File: src/rtl/nrffa_pkg.sv
`timescale 1ns / 1ps

package nrffa_pkg;

  localparam int SLOTS_DEF    = 16;
  localparam int NODES_DEF    = 8;
  localparam int KEY_BITS_DEF = 32;

  localparam int KEY_W       = 32;
  localparam int SIZE_W      = 31;
  localparam int STATUS_W    = 3;
  localparam int CFG_IDX_W   = 3;
  localparam int CFG_DATA_W  = 31;
  localparam int SLOTS_CFG_W = 5;
  localparam int NODE_CFG_W  = 3;

  localparam logic [1:0] CMD_ALLOC   = 2'd0;
  localparam logic [1:0] CMD_FREE    = 2'd1;
  localparam logic [1:0] CMD_SIZE    = 2'd2;
  localparam logic [1:0] CMD_LARGEST = 2'd3;

  localparam logic [STATUS_W-1:0] ST_OK         = 3'd0;
  localparam logic [STATUS_W-1:0] ST_ZERO       = 3'd1;
  localparam logic [STATUS_W-1:0] ST_OTHER_SIZE = 3'd2;
  localparam logic [STATUS_W-1:0] ST_NO_GAP     = 3'd3;
  localparam logic [STATUS_W-1:0] ST_NO_SLOT    = 3'd4;
  localparam logic [STATUS_W-1:0] ST_NOT_FOUND  = 3'd5;

  localparam logic [CFG_IDX_W-1:0] CFG_BASE   = 3'd0;
  localparam logic [CFG_IDX_W-1:0] CFG_LENGTH = 3'd1;
  localparam logic [CFG_IDX_W-1:0] CFG_SLOTS  = 3'd2;
  localparam logic [CFG_IDX_W-1:0] CFG_NODE   = 3'd3;
  localparam logic [CFG_IDX_W-1:0] CFG_KEEP   = 3'd4;

  typedef enum logic [2:0] {
    VAL_ZERO  = 3'd0,
    VAL_START = 3'd1,
    VAL_LEN   = 3'd2,
    VAL_BEST  = 3'd3,
    VAL_OFF   = 3'd4
  } val_sel_t;

  typedef struct packed {
    logic                accept;
    logic                idx_clr;
    logic                idx_inc;
    logic                gap_init;
    logic                probe_init;
    logic                take_end;
    logic                av_upd;
    logic                gap_adv;
    logic                best_upd;
    logic                wr_join;
    logic                wr_free;
    logic                wr_new;
    logic                res_set;
    logic [STATUS_W-1:0] res_status;
    val_sel_t            res_val_sel;
    logic                res_fresh;
    logic                out_load;
  } dp_cmd_t;

  typedef struct packed {
    logic [1:0] cmd;
    logic       size_zero;
    logic       idx_end;
    logic       key_hit;
    logic       size_eq;
    logic       ovl_hit;
    logic       off_lt_end;
    logic       fit;
    logic       slot_dead;
    logic       out_free;
  } dp_stat_t;

endpackage

File: src/rtl/nrffa_dp.sv
`timescale 1ns / 1ps

module nrffa_dp import nrffa_pkg::*; #(
  parameter int SLOTS    = SLOTS_DEF,
  parameter int NODES    = NODES_DEF,
  parameter int KEY_BITS = KEY_BITS_DEF
) (
  input  logic                  clk,
  input  logic                  rst_n,
  input  logic [1:0]            in_command,
  input  logic [KEY_W-1:0]      in_name_key,
  input  logic [SIZE_W-1:0]     in_request_size,
  input  logic                  in_dirty,
  input  logic                  cfg_wr_en,
  input  logic [CFG_IDX_W-1:0]  cfg_index,
  input  logic [CFG_DATA_W-1:0] cfg_data,
  output logic                  out_valid,
  input  logic                  out_stall,
  output logic [STATUS_W-1:0]   out_status,
  output logic [SIZE_W-1:0]     out_value,
  output logic                  out_fresh,
  input  dp_cmd_t               cmd,
  output dp_stat_t              stat
);

  localparam int IW   = (SLOTS > 1) ? $clog2(SLOTS) : 1;
  localparam int CNTW = $clog2(SLOTS + 1);
  localparam int KW   = (KEY_BITS < KEY_W) ? KEY_BITS : KEY_W;
  localparam int NW   = (CNTW > SLOTS_CFG_W) ? CNTW : SLOTS_CFG_W;
  localparam logic [31:0] END_MAX = 32'h8000_0000;

  function automatic logic [3:0] node_mod(input logic [NODE_CFG_W-1:0] node);
    logic [3:0] v;
    v = {1'b0, node};
    for (int i = 0; i < 8; i++) begin
      if (int'(v) >= NODES) v = v - 4'(NODES);
    end
    return v;
  endfunction

  logic [SIZE_W-1:0]     base_r, len_r;
  logic [CNTW-1:0]       n_r;
  logic [NODE_CFG_W-1:0] node_r;
  logic                  keep_r;
  logic [NW-1:0]         n_req;
  logic [CNTW-1:0]       n_cfg;

  assign n_req = NW'(cfg_data[SLOTS_CFG_W-1:0]);
  assign n_cfg = (n_req > NW'(SLOTS)) ? CNTW'(SLOTS) : n_req[CNTW-1:0];

  always_ff @(posedge clk) begin
    if (!rst_n) begin
      base_r <= '0;
      len_r  <= '0;
      n_r    <= CNTW'(SLOTS);
      node_r <= '0;
      keep_r <= 1'b0;
    end else if (cfg_wr_en) begin
      unique case (cfg_index)
        CFG_BASE:   base_r <= cfg_data;
        CFG_LENGTH: len_r  <= cfg_data;
        CFG_SLOTS:  n_r    <= n_cfg;
        CFG_NODE:   node_r <= cfg_data[NODE_CFG_W-1:0];
        CFG_KEEP:   keep_r <= cfg_data[0];
        default: ;
      endcase
    end
  end

  logic [1:0]        cmd_r;
  logic [KW-1:0]     key_r;
  logic [SIZE_W-1:0] size_r;
  logic              dirty_r;

  always_ff @(posedge clk) begin
    if (cmd.accept) begin
      cmd_r   <= in_command;
      key_r   <= in_name_key[KW-1:0];
      size_r  <= in_request_size;
      dirty_r <= in_dirty;
    end
  end

  logic [CNTW-1:0] idx_r;
  logic [IW-1:0]   a;
  assign a = idx_r[IW-1:0];

  always_ff @(posedge clk) begin
    if (!rst_n) begin
      idx_r <= '0;
    end else if (cmd.idx_clr) begin
      idx_r <= '0;
    end else if (cmd.idx_inc) begin
      idx_r <= idx_r + CNTW'(1);
    end
  end

  logic [KW-1:0]     key_mem   [SLOTS];
  logic [SIZE_W-1:0] len_mem   [SLOTS];
  logic [SIZE_W-1:0] start_mem [SLOTS];
  logic [NODES-1:0]  own_mem   [SLOTS];
  logic [KW-1:0]     rd_key_q;
  logic [SIZE_W-1:0] rd_len_q, rd_start_q;
  logic [NODES-1:0]  rd_own_q;
  logic [SLOTS-1:0]  live_r;

  logic [NODES-1:0] node_bit;
  logic [NODES-1:0] own_wd;
  logic             own_we;
  logic [31:0]      off_r, av_r;
  logic [SIZE_W-1:0] best_r;

  assign node_bit = NODES'(1) << node_mod(node_r);
  assign own_we   = cmd.wr_join | cmd.wr_free | cmd.wr_new;

  always_comb begin
    if (cmd.wr_new) begin
      own_wd = node_bit;
    end else if (cmd.wr_join) begin
      own_wd = rd_own_q | node_bit;
    end else begin
      own_wd = (rd_own_q & ~node_bit) | ((keep_r && dirty_r) ? node_bit : '0);
    end
  end

  always_ff @(posedge clk) begin
    if (cmd.wr_new) begin
      key_mem[a]   <= key_r;
      len_mem[a]   <= size_r;
      start_mem[a] <= off_r[SIZE_W-1:0];
    end
    if (own_we) own_mem[a] <= own_wd;
    rd_key_q   <= key_mem[a];
    rd_len_q   <= len_mem[a];
    rd_start_q <= start_mem[a];
    rd_own_q   <= own_mem[a];
  end

  // Owners are only read for live slots, so one flop per slot covers reset.
  always_ff @(posedge clk) begin
    if (!rst_n) begin
      live_r <= '0;
    end else if (own_we) begin
      live_r[a] <= |own_wd;
    end
  end

  logic [31:0]       end_sum, end_w, seg_end, gap_dist;
  logic [32:0]       o_want;
  logic [SIZE_W-1:0] want;
  logic              live_cur, closer;

  assign end_sum  = {1'b0, base_r} + {1'b0, len_r};
  assign end_w    = (end_sum > END_MAX) ? END_MAX : end_sum;
  assign want     = (cmd_r == CMD_LARGEST) ? SIZE_W'(1) : size_r;
  assign o_want   = {1'b0, off_r} + 33'(want);
  assign seg_end  = {1'b0, rd_start_q} + {1'b0, rd_len_q};
  assign gap_dist = {1'b0, rd_start_q} - off_r;
  assign live_cur = live_r[a];
  assign closer   = live_cur && ({1'b0, rd_start_q} >= off_r) && (gap_dist < av_r);

  always_ff @(posedge clk) begin
    if (cmd.gap_init) begin
      off_r  <= {1'b0, base_r};
      best_r <= '0;
    end else begin
      if (cmd.probe_init) av_r <= end_w - off_r;
      if (cmd.av_upd && closer) av_r <= gap_dist;
      if (cmd.take_end) off_r <= seg_end;
      if (cmd.gap_adv) off_r <= off_r + av_r;
      if (cmd.best_upd && (av_r > {1'b0, best_r})) best_r <= av_r[SIZE_W-1:0];
    end
  end

  assign stat.cmd        = cmd_r;
  assign stat.size_zero  = (size_r == '0);
  assign stat.idx_end    = (idx_r == n_r);
  assign stat.key_hit    = live_cur && (rd_key_q == key_r);
  assign stat.size_eq    = (rd_len_q == size_r);
  assign stat.ovl_hit    = live_cur && (o_want > 33'(rd_start_q)) && (off_r < seg_end);
  assign stat.off_lt_end = (off_r < end_w);
  assign stat.fit        = ({1'b0, size_r} <= av_r);
  assign stat.slot_dead  = !live_cur;
  assign stat.out_free   = !out_valid || !out_stall;

  logic [STATUS_W-1:0] res_status_r;
  logic [SIZE_W-1:0]   res_value_r;
  logic                res_fresh_r;
  logic [SIZE_W-1:0]   res_val;

  always_comb begin
    case (cmd.res_val_sel)
      VAL_START: res_val = rd_start_q;
      VAL_LEN:   res_val = rd_len_q;
      VAL_BEST:  res_val = best_r;
      VAL_OFF:   res_val = off_r[SIZE_W-1:0];
      default:   res_val = '0;
    endcase
  end

  always_ff @(posedge clk) begin
    if (cmd.res_set) begin
      res_status_r <= cmd.res_status;
      res_value_r  <= res_val;
      res_fresh_r  <= cmd.res_fresh;
    end
    if (cmd.out_load) begin
      out_status <= res_status_r;
      out_value  <= res_value_r;
      out_fresh  <= res_fresh_r;
    end
  end

  always_ff @(posedge clk) begin
    if (!rst_n) begin
      out_valid <= 1'b0;
    end else if (cmd.out_load) begin
      out_valid <= 1'b1;
    end else if (!out_stall) begin
      out_valid <= 1'b0;
    end
  end

endmodule

File: src/rtl/nrffa_ctrl.sv
`timescale 1ns / 1ps

module nrffa_ctrl import nrffa_pkg::*; (
  input  logic     clk,
  input  logic     rst_n,
  input  logic     in_valid,
  output logic     in_stall,
  input  dp_stat_t stat,
  output dp_cmd_t  cmd
);

  typedef enum logic [9:0] {
    S_IDLE     = 10'b00_0000_0001,
    S_DECODE   = 10'b00_0000_0010,
    S_FK_RD    = 10'b00_0000_0100,
    S_FK_EV    = 10'b00_0000_1000,
    S_GAP_INIT = 10'b00_0001_0000,
    S_GAP_TOP  = 10'b00_0010_0000,
    S_PR_RD    = 10'b00_0100_0000,
    S_PR_EV    = 10'b00_1000_0000,
    S_SL_EV    = 10'b01_0000_0000,
    S_DONE     = 10'b10_0000_0000
  } state_t;

  state_t state_r, state_nxt;

  assign in_stall = (state_r != S_IDLE);

  always_ff @(posedge clk) begin
    if (!rst_n) begin
      state_r <= S_IDLE;
    end else begin
      state_r <= state_nxt;
    end
  end

  always_comb begin
    state_nxt = state_r;
    cmd       = '0;
    unique case (state_r)
      S_IDLE: begin
        if (in_valid) begin
          cmd.accept = 1'b1;
          state_nxt  = S_DECODE;
        end
      end
      S_DECODE: begin
        if (stat.cmd == CMD_ALLOC && stat.size_zero) begin
          cmd.res_set    = 1'b1;
          cmd.res_status = ST_ZERO;
          state_nxt      = S_DONE;
        end else if (stat.cmd == CMD_LARGEST) begin
          state_nxt = S_GAP_INIT;
        end else begin
          cmd.idx_clr = 1'b1;
          state_nxt   = S_FK_RD;
        end
      end
      S_FK_RD: state_nxt = S_FK_EV;
      S_FK_EV: begin
        if (stat.idx_end) begin
          if (stat.cmd == CMD_ALLOC) begin
            state_nxt = S_GAP_INIT;
          end else begin
            cmd.res_set    = 1'b1;
            cmd.res_status = ST_NOT_FOUND;
            state_nxt      = S_DONE;
          end
        end else if (stat.key_hit) begin
          cmd.res_set = 1'b1;
          state_nxt   = S_DONE;
          case (stat.cmd)
            CMD_ALLOC: begin
              if (stat.size_eq) begin
                cmd.wr_join     = 1'b1;
                cmd.res_val_sel = VAL_START;
              end else begin
                cmd.res_status = ST_OTHER_SIZE;
              end
            end
            CMD_FREE: cmd.wr_free = 1'b1;
            default:  cmd.res_val_sel = VAL_LEN;
          endcase
        end else begin
          cmd.idx_inc = 1'b1;
          state_nxt   = S_FK_RD;
        end
      end
      S_GAP_INIT: begin
        cmd.gap_init = 1'b1;
        state_nxt    = S_GAP_TOP;
      end
      S_GAP_TOP: begin
        if (!stat.off_lt_end) begin
          cmd.res_set = 1'b1;
          state_nxt   = S_DONE;
          if (stat.cmd == CMD_LARGEST) begin
            cmd.res_val_sel = VAL_BEST;
          end else begin
            cmd.res_status = ST_NO_GAP;
          end
        end else begin
          cmd.probe_init = 1'b1;
          cmd.idx_clr    = 1'b1;
          state_nxt      = S_PR_RD;
        end
      end
      S_PR_RD: state_nxt = S_PR_EV;
      S_PR_EV: begin
        if (stat.idx_end) begin
          // No region overlaps the candidate: the gap length is known.
          if (stat.cmd == CMD_LARGEST) begin
            cmd.best_upd = 1'b1;
            cmd.gap_adv  = 1'b1;
            state_nxt    = S_GAP_TOP;
          end else if (!stat.fit) begin
            cmd.gap_adv = 1'b1;
            state_nxt   = S_GAP_TOP;
          end else begin
            cmd.idx_clr = 1'b1;
            state_nxt   = S_SL_EV;
          end
        end else if (stat.ovl_hit) begin
          cmd.take_end = 1'b1;
          state_nxt    = S_GAP_TOP;
        end else begin
          cmd.av_upd  = 1'b1;
          cmd.idx_inc = 1'b1;
          state_nxt   = S_PR_RD;
        end
      end
      S_SL_EV: begin
        if (stat.idx_end) begin
          cmd.res_set    = 1'b1;
          cmd.res_status = ST_NO_SLOT;
          state_nxt      = S_DONE;
        end else if (stat.slot_dead) begin
          cmd.wr_new      = 1'b1;
          cmd.res_set     = 1'b1;
          cmd.res_val_sel = VAL_OFF;
          cmd.res_fresh   = 1'b1;
          state_nxt       = S_DONE;
        end else begin
          cmd.idx_inc = 1'b1;
        end
      end
      S_DONE: begin
        if (stat.out_free) begin
          cmd.out_load = 1'b1;
          state_nxt    = S_IDLE;
        end
      end
      default: state_nxt = S_IDLE;
    endcase
  end

endmodule

File: src/rtl/named_region_first_fit_allocator.sv
`timescale 1ns / 1ps

// Named region allocator: a table of SLOTS regions inside one address window.
// Input channel (in_valid / in_stall) takes one request word: command, name key,
// requested size and dirty flag. Output channel (out_valid / out_stall) returns
// one word per request: status, value and the fresh flag.
// The cfg_ port writes window base, window length, slots searched, node number
// and keep-dirty mode; write it only while the block is idle.
// Allocate, free and size requests first do a key lookup over the searched
// slots, one slot at a time. An allocate that misses, and the largest-gap query,
// rerun a probe over all searched slots for every candidate gap, then allocate
// scans slot liveness one slot at a time. Search time is set by the single read
// port of the slot table. One request is in work at a time; the next is taken
// while a finished word waits at the output.
// Reset kills all slots and loads the register defaults. A stalled output
// word holds; the block finishes the next request and then waits.
module named_region_first_fit_allocator import nrffa_pkg::*; #(
  parameter int SLOTS    = SLOTS_DEF,
  parameter int NODES    = NODES_DEF,
  parameter int KEY_BITS = KEY_BITS_DEF
) (
  input  logic                  clk,
  input  logic                  rst_n,
  input  logic                  in_valid,
  output logic                  in_stall,
  input  logic [1:0]            in_command,
  input  logic [KEY_W-1:0]      in_name_key,
  input  logic [SIZE_W-1:0]     in_request_size,
  input  logic                  in_dirty,
  output logic                  out_valid,
  input  logic                  out_stall,
  output logic [STATUS_W-1:0]   out_status,
  output logic [SIZE_W-1:0]     out_value,
  output logic                  out_fresh,
  input  logic                  cfg_wr_en,
  input  logic [CFG_IDX_W-1:0]  cfg_index,
  input  logic [CFG_DATA_W-1:0] cfg_data
);

  dp_cmd_t  cmd;
  dp_stat_t stat;

  nrffa_ctrl u_ctrl (
    .clk      (clk),
    .rst_n    (rst_n),
    .in_valid (in_valid),
    .in_stall (in_stall),
    .stat     (stat),
    .cmd      (cmd)
  );

  nrffa_dp #(
    .SLOTS    (SLOTS),
    .NODES    (NODES),
    .KEY_BITS (KEY_BITS)
  ) u_dp (
    .clk             (clk),
    .rst_n           (rst_n),
    .in_command      (in_command),
    .in_name_key     (in_name_key),
    .in_request_size (in_request_size),
    .in_dirty        (in_dirty),
    .cfg_wr_en       (cfg_wr_en),
    .cfg_index       (cfg_index),
    .cfg_data        (cfg_data),
    .out_valid       (out_valid),
    .out_stall       (out_stall),
    .out_status      (out_status),
    .out_value       (out_value),
    .out_fresh       (out_fresh),
    .cmd             (cmd),
    .stat            (stat)
  );

endmodule

File: config.mk
export PLATFORM = sky130hd
export DESIGN_NAME = named_region_first_fit_allocator
export DESIGN_NICKNAME = d
export VERILOG_FILES = /design/src/rtl/nrffa_pkg.sv /design/src/rtl/nrffa_dp.sv /design/src/rtl/nrffa_ctrl.sv /design/src/rtl/named_region_first_fit_allocator.sv
export SDC_FILE = /design/constraint.sdc
export NUM_CORES = 2
export LEC_CHECK = 0
export BUFFER_PORTS_ARGS = -buffer_cell sky130_fd_sc_hd__clkbuf_2
export CAP_MARGIN = 20
export CORE_MARGIN = 2
export CORE_UTILIZATION = 25
export DETAILED_ROUTE_END_ITERATION = 8
export PLACE_DENSITY = 0.39
export SLEW_MARGIN = 0
export SYNTH_ARGS = -nofsm -noshare
export SYNTH_HDL_FRONTEND = slang
export SYNTH_SLANG_ARGS = --single-unit
export TNS_END_PERCENT = 100
File: constraint.sdc
create_clock -name clk -period 12.8 [get_ports clk]
set_clock_uncertainty 0.2 [all_clocks]
set_input_delay 2.56 -clock clk [delete_from_list [all_inputs] [get_ports clk]]
set_output_delay 2.56 -clock clk [all_outputs]
set_load 0.01 [all_outputs]
# Word-level counts from Yosys, hierarchy flattened
# Memories as Yosys holds them, arrays and structs flattened. A register that Yosys moved wholly into a read port is not among the register bits.
# Index checks and enable logic that the tools add are counted.
[op_classes]
muxes = 92
order_cmp = 11
n_reduce_logical = 29
addsub = 7
bitwise_logic = 9
eq_ne = 28
shift = 1
[op_table]
columns = ["op", "count"]
rows = [
  ["$mux W32", 5],
  ["$pmux W31 S4", 1],
  ["$pmux W10 S10", 1],
  ["$lt A32 B32 Y1", 3],
  ["$mux W10", 9],
  ["$add A31 B31 Y32", 2],
  ["$mux W31", 2],
  ["$mux W1", 37],
  ["$add A32 B31 Y33", 1],
  ["$gt A33 B31 Y1", 1],
  ["$add A32 B32 Y32", 1],
  ["$eq A32 B32 Y1", 1],
  ["$ge A31 B32 Y1", 1],
  ["$gt A32 B31 Y1", 1],
  ["$gt A32 B32 Y1 const B", 1],
  ["$le A31 B32 Y1", 1],
  ["$sub A31 B32 Y32", 1],
  ["$sub A32 B32 Y32", 1],
  ["$eq A31 B31 Y1", 1],
  ["$logic_not A31 Y1", 1],
  ["$mux W9", 3],
  ["$mux W4", 6],
  ["$mux W8", 3],
  ["$mux W7", 3],
  ["other kinds (51)", 90],
]
[totals]
in_bits = 105
n_memories = 4
out_inout_bits = 37
ram_bits = 1632
register_bits = 334
[memory_table]
columns = ["memory", "depth", "word_bits", "rd", "rd_ports_with_merged_regs", "wr", "line_no", "text"]
rows = [
  ["u_dp.key_mem", 16, 32, 1, 1, 1, "nrffa_dp.sv:98", "logic [KW-1:0] key_mem [SLOTS];"],
  ["u_dp.len_mem", 16, 31, 1, 1, 1, "nrffa_dp.sv:99", "logic [SIZE_W-1:0] len_mem [SLOTS];"],
  ["u_dp.start_mem", 16, 31, 1, 1, 1, "nrffa_dp.sv:100", "logic [SIZE_W-1:0] start_mem [SLOTS];"],
  ["u_dp.own_mem", 16, 8, 1, 1, 1, "nrffa_dp.sv:101", "logic [NODES-1:0] own_mem [SLOTS];"],
]

# Longest topological paths before layout
[depth]
ltp_word = 12
depth_mapped = 27
depth_no_buf = 25

# Cells and area by module
# Synthesis repeated with hierarchy kept, for this count alone.
[hier_totals]
hier_cells = 5545
hier_area_um2 = 90879.7
[modules_own_cells]
columns = ["mod", "area_each_um2", "cells_each", "n_inst"]
rows = [
  ["nrffa_dp", 89907.5, 5422, 1],
  ["nrffa_ctrl", 972.2, 123, 1],
]

# Least setup slack after synthesis
# Ideal clock, no wire load.
[synth_timing]
kind = "reg2reg"
from = "register u_dp.idx_r[1]"
to = "memory u_dp.key_mem[15][0] in the netlist's numbering, enable pin"
arrival_time_ps = 10508
setup_ps = 777
n_path_buf = 1
period_less_slack_ps = 11485
required_ps = 11823
path_stages_with_launch = 5
setup_slack_ps = 1315
path_cell_list = "dfxtp_1 -> clkbuf_1 -> mux4_2 -> mux4_2 -> nor4_1"
[synth_via]
elab_chain_cells = 7
elab_cells_between_ends = 8
cone_classes = "1 x eq/ne; 7 x mux"
[synth_rtl]
columns = ["item", "line_no", "text"]
rows = [
  ["start: declaration", "nrffa_dp.sv:84", "logic [CNTW-1:0] idx_r;"],
  ["start signal: assignment", "nrffa_dp.sv:94", "idx_r <= idx_r + CNTW'(1);"],
  ["$bmux W1 S4", "nrffa_dp.sv:159", "assign live_cur = live_r[a];"],
  ["$mux W1 (not written as such)", "nrffa_dp.sv:159", ""],
  ["$mux W2", "nrffa_ctrl.sv:137", "end else if (stat.slot_dead) begin"],
  ["$mux W1", "nrffa_ctrl.sv:133", "if (stat.idx_end) begin"],
  ["$mux W1", "nrffa_ctrl.sv:40", "unique case (state_r)"],
  ["$mux W1", "nrffa_dp.sv:127", "if (cmd.wr_new) begin"],
  ["$mux W1 (not written as such)", "nrffa_dp.sv:128", "key_mem[a] <= key_r;"],
  ["end: declaration", "nrffa_dp.sv:98", ""],
]
# Parallel ways exist; a longest one is shown, timed or not. The select of a mux whose other input is x is not followed.

==> qor.txt <==
Outcome: finished clean
Vias in the first global route: 53767
Setup crit end kind: register
Flip-flop and latch area: 0.0597 mm²
DRT Pass-1 Iters: 8
Hold Fails Final Rpt: 0
Slew margin rel.: 22.8%
Number of enable flip-flop cells after synthesis: 1831
Initial antenna violation count: 21
Fmax: 127 MHz
Fill count: 35912
Met2 Track Usage GR: 25.5%
Commonest non-fill, non-tap cell in the layout: edfxtp_1
CP Max Fanout: 26
Worst path required time: 13.09 ns
Final setup fails: 0
Post-CTS Setup Bufs: 0
Cells after Synth: 5587
Total wire length: 297000 µm
WS Path Type: reg2reg
First-pass GRT wire length: 418000 µm
Routed Antenna Nets: 0
Asr flop ratio synth: 0%
Avg Vias per Cell: 4.77
IO Pins: 142
Initial core utilization: 25.1%
Layout cells sized above 1: 20.6%
Final-report max-slew violation count: 0
GP Congestion: 0.852
Unique masters post-synth: 84
Vias after detailed routing: 52065
IO buf count: 141
Overall Global Routing Usage: 15.8%
Setup repair after global routing missed its margin: no
Root Driver: clkbuf_16
Post-DP HPWL: 187000 µm
Most used DFF post-synth: edfxtp_1
Worst-skew pair later-pin latency: 0.96 ns
Worst-case clock buffer depth: 4
H-tree levels: 4
Maximum VDD drop: 0.120 mV
Total negative setup slack: 0 ns
Syn nets: 6044
M3 GR Usage: 1.77%
Drt wl/cell: 27.2 µm
Yosys warnings: 0
Largest net degree at the start of global routing: 120
Die ar.: 0.369 mm²
Met1 Use GR: 22.6%
Min Hold Slack: 0.218 ns
Die outline width: 607 µm
Max Cap Viol: 0
Post-layout nets: 6369
Std cell rows: 221
Clk slew on worst S/H paths: 0.05 ns
Multi-input logic area: 0.0299 mm²
Sink Count: 2068
Post-route DRC: 0
Commonest non-fill, non-tap cells in the layout: edfxtp_1 (1831), mux4_2 (515), nand2_1 (433), ha_1 (346), a21oi_1 (236)
PD cells: 136 mW/mm²
Busiest grt layer: met2
CTS-repair resized insts: 0
Final min period: 7.85 ns
Worst Setup Start Kind: register
Die H: 607 µm
Post-route clock period utilization: 61.4%
Leakage: 34.9 nW
DR iter-0 viols: 3937
Slew @ Worst Pin: 1.16 ns
Area delta synth->final: 16.5%
Total clock buffers created by CTS: 231
CP arrival: 8.15 ns
CTS tree: done
Core area: 0.363 mm²
CTS Hold Bufs: 0
Part of the Yosys area used for sequential elements: 65.6%
GRT overflow: 0
#FFs+latches synth: 2068
Mapped cell area: 0.0910 mm²
Syn avg cell area: 16.3 µm²
Min-Delay Path Class: reg2reg
## worst max-delay path: stages, from the launching register on
cell and delay (ns):
dfxtp_1 0.33, ha_1 0.23, fa_1 0.42, a21o_1 0.21, nand4_1 0.12, a21boi_0 0.24
o21ai_0 0.41, nand2_1 0.22, mux2_2 0.27, o311ai_0 0.13, and4b_1 0.23, a41oi_1 0.25
buf_4 0.27, nand2b_1 0.14, ha_1 0.17, inv_1 0.06, fa_1 0.43, a21o_1 0.18
a21o_1 0.19, a21oi_1 0.21, o21ai_0 0.11, buf_4 0.17, a211oi_1 0.60, o21ai_0 0.51
nand2b_1 0.39, nand3_2 0.29, buf_4 0.43
## Yosys cell counts, drive strengths merged (50+ instances only)
cell / instances / area (µm²)
nor2: 191 / 717
inv: 199 / 747
nand2: 433 / 1630
a21boi: 89 / 668
a21o: 106 / 796
xor2: 123 / 1080
a21oi: 237 / 1190
xnor2: 106 / 928
nand3: 63 / 315
and2: 55 / 344
edfxtp: 1831 / 55000
mux2i: 50 / 500
nor3: 53 / 265
ha: 346 / 4330
buf: 65 / 259
clkbuf: 152 / 571
dfxtp: 237 / 4740
o21ai: 153 / 766
mux4: 515 / 11600
nand4: 58 / 363
## per-stage QoR
stage	power (mW)	utilization, %	instances	area [µm²]	worst slack [ns]
final	14.4	29.3	10915	106000	4.95
after detailed placement	7.96	27.2	10465	98400	4.82
after global routing	14.9	29.3	10909	106000	4.42
after floorplan	7.76	-	5587	91000	1.32
after global placement	7.96	27.1	10462	98400	4.72
after CTS	14.7	29.2	10900	106000	4.73
## per-layer routing
metal / part of all wire (%) / vias to the layer above
met4: 2.5 / 8
met3: 3.7 / 389
li1: - / 22870
met5: 0.018 / -
met1: 47 / 27654
met2: 46 / 1144
## power by group
| group | switching (mW) | total [mW] | internal (mW) | leakage (nW) |
|---|---|---|---|---|
| logic | 0.262 | 0.400 | 0.138 | 12.9 |
| clock network | 2.83 | 6.62 | 3.79 | 3.69 |
| registers | 0.0569 | 7.41 | 7.35 | 18.3 |
| total | 3.15 | 14.4 | 11.3 | 34.9 |
## registers in the layout (all words and copies together) (netlist names), 31 cells and up
register,count
u_dp.off_r,32
u_dp.len_mem,496
u_dp.best_r,31
u_dp.out_value,31
u_dp.rd_key_q,32
u_dp.av_r,32
u_dp.start_mem,496
u_dp.res_value_r,31
u_dp.key_r,32
u_dp.base_r,31
u_dp.key_mem,512
u_dp.size_r,31
u_dp.own_mem,128
u_dp.rd_start_q,31
u_dp.rd_len_q,31
u_dp.len_r,31
## cell families after synthesis
kind of cell	share of synthesized area, %
xor gates and xnor gates	2.20
AOI/OAI and AO/OA	6.46
DFF	65.6
muxes	13.8
buffers and inverters	1.73
adders and majority gates	4.89
and+or+nand+nor	5.33
## worst paths after layout
| kind | cells after the start | start | slack, ns | endpoint |
|---|---|---|---|---|
| max | 26 | u_dp.base_r[0]$_SDFFE_PN0P_ | 4.95 | u_dp.res_value_r[17]$_SDFFCE_PN0P_ |
| min | 0 | u_dp.res_value_r[24]$_SDFFCE_PN0P_ | 0.22 | u_dp.out_value[24]$_DFFE_PP_ |
| max reg2reg | 26 | u_dp.base_r[0]$_SDFFE_PN0P_ | 4.95 | u_dp.res_value_r[17]$_SDFFCE_PN0P_ |
| min reg2reg | 0 | u_dp.res_value_r[24]$_SDFFCE_PN0P_ | 0.22 | u_dp.out_value[24]$_DFFE_PP_ |
## final cells by class
class                   count  share of cell area [%]
inverters                 199                   0.704
repair buffers            309                    2.01
multi-input cells        3103                    28.2
clock inverters           127                    1.11
clock buffers             308                    5.98
diodes                      7                  0.0165
flip-flops and latches   2068                    56.3
well taps                4794                    5.66
Note: power is estimated with default switching activity, not from simulation.
